[src/hw/rtl/dbtl_pkg.sv]
`timescale 1ns / 1ps
package dbtl_pkg;

  localparam int unsigned TanCount = 28;

  // band boundary tangents, unsigned q5.16
  localparam logic [20:0] TAN_Q16 [TanCount] = '{
    21'd13036, 21'd43790, 21'd98082, 21'd329472,
    21'd6455, 21'd19880, 21'd35030, 21'd53784, 21'd79856, 21'd122609,
    21'd216043, 21'd665398,
    21'd3220, 21'd9721, 21'd16416, 21'd23449, 21'd30996, 21'd39281,
    21'd48605, 21'd59398, 21'd72308, 21'd88365, 21'd109340, 21'd138564,
    21'd183161, 21'd261634, 21'd441808, 21'd1334016
  };

  localparam logic [10:0] POLE_NORTH_M0 = 11'd112;
  localparam logic [10:0] POLE_NORTH_M1 = 11'd480;
  localparam logic [10:0] POLE_NORTH_M2 = 11'd1984;
  localparam logic [10:0] POLE_SOUTH_M0 = 11'd113;
  localparam logic [10:0] POLE_SOUTH_M1 = 11'd481;
  localparam logic [10:0] POLE_SOUTH_M2 = 11'd1985;

  localparam logic [1:0] MODE_COARSE = 2'd0;
  localparam logic [1:0] MODE_MEDIUM = 2'd1;
  localparam logic [1:0] MODE_FINE   = 2'd2;

  // item as it moves through the search stages
  typedef struct packed {
    logic        lookup;
    logic        xpos;
    logic        ypos;
    logic        zpos;
    logic [15:0] ax;
    logic [15:0] ay;
    logic [30:0] zs;
    logic [31:0] xy;
    logic [3:0]  i;
    logic [3:0]  j;
    logic [1:0]  mode;
    logic [10:0] idx;
    logic [31:0] value;
  } dbtl_item_t;

  // item after the final band tests
  typedef struct packed {
    logic        lookup;
    logic        xpos;
    logic        ypos;
    logic        zpos;
    logic [3:0]  i;
    logic [3:0]  j;
    logic        pole;
    logic        jtop;
    logic [1:0]  mode;
    logic [10:0] idx;
    logic [31:0] value;
  } dbtl_fin_t;

  function automatic logic [4:0] mode_base(input logic [1:0] mode);
    logic [4:0] r;
    unique case (mode)
      MODE_COARSE: r = 5'd0;
      MODE_MEDIUM: r = 5'd4;
      default:     r = 5'd12;
    endcase
    return r;
  endfunction

  function automatic logic [20:0] tan_q16(input logic [4:0] idx);
    logic [20:0] r;
    r = '0;
    for (int k = 0; k < TanCount; k++) begin
      if (idx == 5'(k)) r = TAN_Q16[k];
    end
    return r;
  endfunction

  // rounded tangent squared, folded per entry at elaboration
  function automatic logic [24:0] tsq_q16(input logic [4:0] idx);
    logic [24:0] r;
    r = '0;
    for (int k = 0; k < TanCount; k++) begin
      if (idx == 5'(k)) begin
        r = 25'((64'(TAN_Q16[k]) * 64'(TAN_Q16[k]) + 64'd32768) >> 16);
      end
    end
    return r;
  endfunction

  function automatic logic [56:0] lat_lhs(input logic [30:0] zs);
    return {10'b0, zs, 16'b0};
  endfunction

  function automatic logic [56:0] lat_rhs(input logic [4:0] idx, input logic [31:0] xy);
    return 57'(tsq_q16(idx)) * 57'(xy);
  endfunction

  function automatic logic [36:0] lon_lhs(input logic [15:0] ay);
    return {5'b0, ay, 16'b0};
  endfunction

  function automatic logic [36:0] lon_rhs(input logic [4:0] idx, input logic [15:0] ax);
    return 37'(tan_q16(idx)) * 37'(ax);
  endfunction

  function automatic logic [10:0] pole_bin(input logic [1:0] mode, input logic north);
    logic [10:0] r;
    unique case (mode)
      MODE_COARSE: r = north ? POLE_NORTH_M0 : POLE_SOUTH_M0;
      MODE_MEDIUM: r = north ? POLE_NORTH_M1 : POLE_SOUTH_M1;
      default:     r = north ? POLE_NORTH_M2 : POLE_SOUTH_M2;
    endcase
    return r;
  endfunction

endpackage

[src/hw/rtl/dbtl_step.sv]
`timescale 1ns / 1ps
module dbtl_step
  import dbtl_pkg::*;
(
  input  logic       clk,
  input  logic       rst,
  input  logic       en,
  input  logic [1:0] step,
  input  logic       in_valid,
  input  dbtl_item_t in_item,
  output logic       out_valid,
  output dbtl_item_t out_item
);

  logic       active;
  logic [3:0] stride;
  logic [4:0] base;
  logic       lat_lt;
  logic       lon_lt;
  dbtl_item_t item_next;

  always_comb begin
    active = (step <= in_item.mode);
    stride = 4'd1 << (in_item.mode - step);
    base   = mode_base(in_item.mode);
    lat_lt = lat_lhs(in_item.zs) < lat_rhs(base + 5'(in_item.i), in_item.xy);
    lon_lt = lon_lhs(in_item.ay) < lon_rhs(base + 5'(in_item.j), in_item.ax);
    item_next = in_item;
    if (active) begin
      item_next.i = lat_lt ? in_item.i - stride : in_item.i + stride;
      item_next.j = lon_lt ? in_item.j - stride : in_item.j + stride;
    end
  end

  always_ff @(posedge clk) begin
    if (rst) begin
      out_valid <= 1'b0;
    end else if (en) begin
      out_valid <= in_valid;
    end
  end

  always_ff @(posedge clk) begin
    if (en) begin
      out_item <= item_next;
    end
  end

endmodule
[config.mk]
export PLATFORM = sky130hd
export DESIGN_NAME = dbtl_step
export DESIGN_NICKNAME = d
export VERILOG_FILES = /design/src/hw/rtl/dbtl_pkg.sv /design/src/hw/rtl/dbtl_step.sv
export SDC_FILE = /design/constraint.sdc
export NUM_CORES = 2
export LEC_CHECK = 0
export BUFFER_PORTS_ARGS = -buffer_cell sky130_fd_sc_hd__buf_4
export CAP_MARGIN = 20
export CORE_MARGIN = 5
export CORE_UTILIZATION = 26
export CTS_CLUSTER_DIAMETER = 100
export DETAILED_ROUTE_END_ITERATION = 16
export SLEW_MARGIN = 5
export SYNTH_ARGS = -nofsm -noshare
export SYNTH_HDL_FRONTEND = slang
export SYNTH_SLANG_ARGS = --single-unit
export TNS_END_PERCENT = 50
[constraint.sdc]
create_clock -name clk -period 11.7 [get_ports clk]
set_input_delay 0 -clock clk [delete_from_list [all_inputs] [get_ports clk]]
set_output_delay 0 -clock clk [all_outputs]
set_load 0.01 [all_outputs]
==> results.md <==
* Routability cong. at between 0.8 and 0.9
* Initial antenna violation count at 5
* Vias/cell at roughly 4.5
* Max Cap Viol at 0
* Vias at 36290
* Syn_nets at between 6000 and 7000
* Met2 usage at 27.84%
* Post-synthesis async set-or-reset flop share at 0%
* Leading area contributor after synthesis: fa_1
* Post-synthesis sequential area ratio at between 10% and 20%
* Layout Cells excl Fill at 7984
* Crit path largest cell delay at ~650 ps
* Crit path max-delay family: adder cells
* Commonest non-fill, non-tap cells in the layout: inv_1, fa_1, nand2_1, buf_4, and2_1
* Rel. slew slack at around a third
* Starting density of the core at between 20% and 30%
* Rows at approximately 150
* DRC at 0
* HP Class: primary input to flip-flop
* Global-route wire length before repair at 218.8 mm
* DP HPWL at ~110 mm
* Syn Area/Cell at ~9.0 sq um
* Clock transition at path regs at roughly 80 ps
* GRT Util Overall at ~15%
* CP Data Arrival Time at between 10000 and 15000 ps
* Sum of buffers and inverters on the critical path at 12
* DRT antenna net count at 0
* Shortest period the worst path allows at 11330 ps
* Max Fclk at about 88 MHz
* Nature of the critical path endpoint: flip-flop
* Worst path most repeated cell: fa_1
* Period Utilization, post-route at ~97%
* Final setup vio count at 0
* Most used DFF post-synth: edfxtp_1
* Ranking of synthesized cells by area: fa_1, edfxtp_1, ha_1
* Post-Syn Instances at around 5000
* Layout cells sized above 1 at between 15 and 20%
* Tightest Pin Transition at between 1000 and 1500 ps
* Final WL at 137.8 mm
* Final net count at 7131
* First-pass DRT Iterations at 5
* Number of top-level pins at a little over 300
* Largest net degree at the start of global routing at 62
* Synth top area share at between 40% and 50%
* Synth unique cells at 90
* YS warnings at 0
* CTS Buf Count at 17
* Commonest non-fill, non-tap cell in the layout: inv_1
* Worst EP required at 12000 ps
* Initial DRC Count at around 2200
* CTS Sinks at between 150 and 200
* Synthesis-to-finish area growth at 23.26%
* Buffers added on ports at 310
* Layout Skew at 0 ps
* CTS tree: yes
* Busiest grt layer: met2
* Crit path kind: primary input to flip-flop
* Fillcell total at ~18000
* Worst path slowest cell: fa_2
* Die H at ~430 microns
* Run status: finished clean
* Die area at 181800 sq um
* Die width at 426.4 microns
* Final hold vios at 0
* Root Buffer: clkbuf_16
* Pins Over Slew Limit at 0
* Synthesis-stage register bit count at between 150 and 200
* Number of global-route vias before repair at between 30000 and 40000
* Met1 layer usage reported by global route at 18.58%
* Avg WL per Cell at 17.26 microns
* Placed cells at approximately 7800
* Crit-path max FO at 8
* Clock tree buffer depth at 2
* Clk Latency, worst-skew pair at between 500 and 600 ps
* Global routing met3 resource utilization at roughly 2.0%
* GR Overflow Total at 0
* Post-synth EDFFs at about 150
* Synthesized cell area at around 45000 sq um
* Worst setup SP type: primary input
* H-tree depth at 4
* Core area at around 170000 sq um
-- through the flow --
step           instance area, sq um  util (%)  setup TNS (ps)  hold WS [ps]  setup slack [ps]
2_1_floorplan                 45080         -               0         72.38             332.9
3_3_place_gp                  52940     30.76          -592.3         158.4            -337.7
3_5_place_dp                  52940     30.76           -1522         163.2            -551.2
4_1_cts                       55050     31.99               0         79.35             9.235
5_1_grt                       55550     32.28          -98.62         115.7            -84.64
6_report                      55560     32.28               0         156.9             368.7
-- sequential cells by signal, indices dropped and copies added (netlist names) --
signal / flops
out_item: 152
out_valid: 1
-- cells by family (layout without fill, tap and decap cells) --
kind of cell             after synthesis  in the layout  share of synthesized area [%]
XOR/XNOR                              74             74                          1.438
multiplexers                          12             12                         0.2748
AND/OR/NAND/NOR                     1533           1533                          16.46
flip-flops                           153            153                          10.17
other                                  0              3                              0
adder cells (fa/ha/maj)             1315           1315                          52.41
AO/OA/AOI/OAI                        493            493                          7.203
buffers and inverters               1445           2091                          12.04
-- worst register-to-register path, delay by kind of cell, from the launching register on --
kind	cells	cell delay, ps
mux	1	150
buf+inv	1	550
flops	1	310
simple gates	1	60
-- path summary, 6_finish.rpt --
| path | from | to | slack [ps] | cells after the start |
|---|---|---|---|---|
| worst max-delay path | in_item[52] | out_item[52]$_DFFE_PP_ | 370 | 53 |
| worst min-delay path | in_item[18] | out_item[18]$_DFFE_PP_ | 160 | 2 |
| worst max register to register | out_valid$_SDFFE_PP0P_ | out_valid$_SDFFE_PP0P_ | 10520 | 3 |
| worst min register to register | out_valid$_SDFFE_PP0P_ | out_valid$_SDFFE_PP0P_ | 1080 | 3 |
-- repair_timing --
| item | CTS | global route |
|---|---|---|
| endpoints found under the hold margin | 190 | 0 |
| setup endpoints to repair | 0 | 6 |
| hold buffers | 153 | 0 |
| resized for setup | 0 | 97 |
| setup buffers | 0 | 7 |
-- per-layer routing --
| metal | wire length (microns) | up-vias |
|---|---|---|
| li1 | - | 16440 |
| met4 | 4736 | 0 |
| met5 | 0 | - |
| met1 | 55090 | 18570 |
| met3 | 7097 | 212 |
| met2 | 70860 | 1070 |
-- cells in the mapped netlist (35+ instances only) --
cell type,instances
nor2_1,91
nor3_1,35
a21o_1,65
o21ai_0,95
inv_1,1189
clkbuf_1,238
nand2b_1,36
a21oi_1,135
xnor2_1,47
edfxtp_1,152
nor2b_1,78
fa_1,955
ha_1,360
and2_1,368
nand2_1,784
-- layout make-up --
type / instances / area (sq um) / area share [%]
multi-input cells: 3427 / 35600 / 64.08
diodes: 3 / 7.507 / 0.01351
well taps: 2310 / 2890 / 5.202
clock buffers: 17 / 425.4 / 0.7657
flip-flops and latches: 153 / 4584 / 8.251
repair buffers: 870 / 7433 / 13.38
clock inverters: 15 / 155.1 / 0.2792
inverters: 1189 / 4463 / 8.033
Power is left out: the tool's default activity adds up to more than one toggle a clock period on the data nets, which glitch-free logic cannot reach.
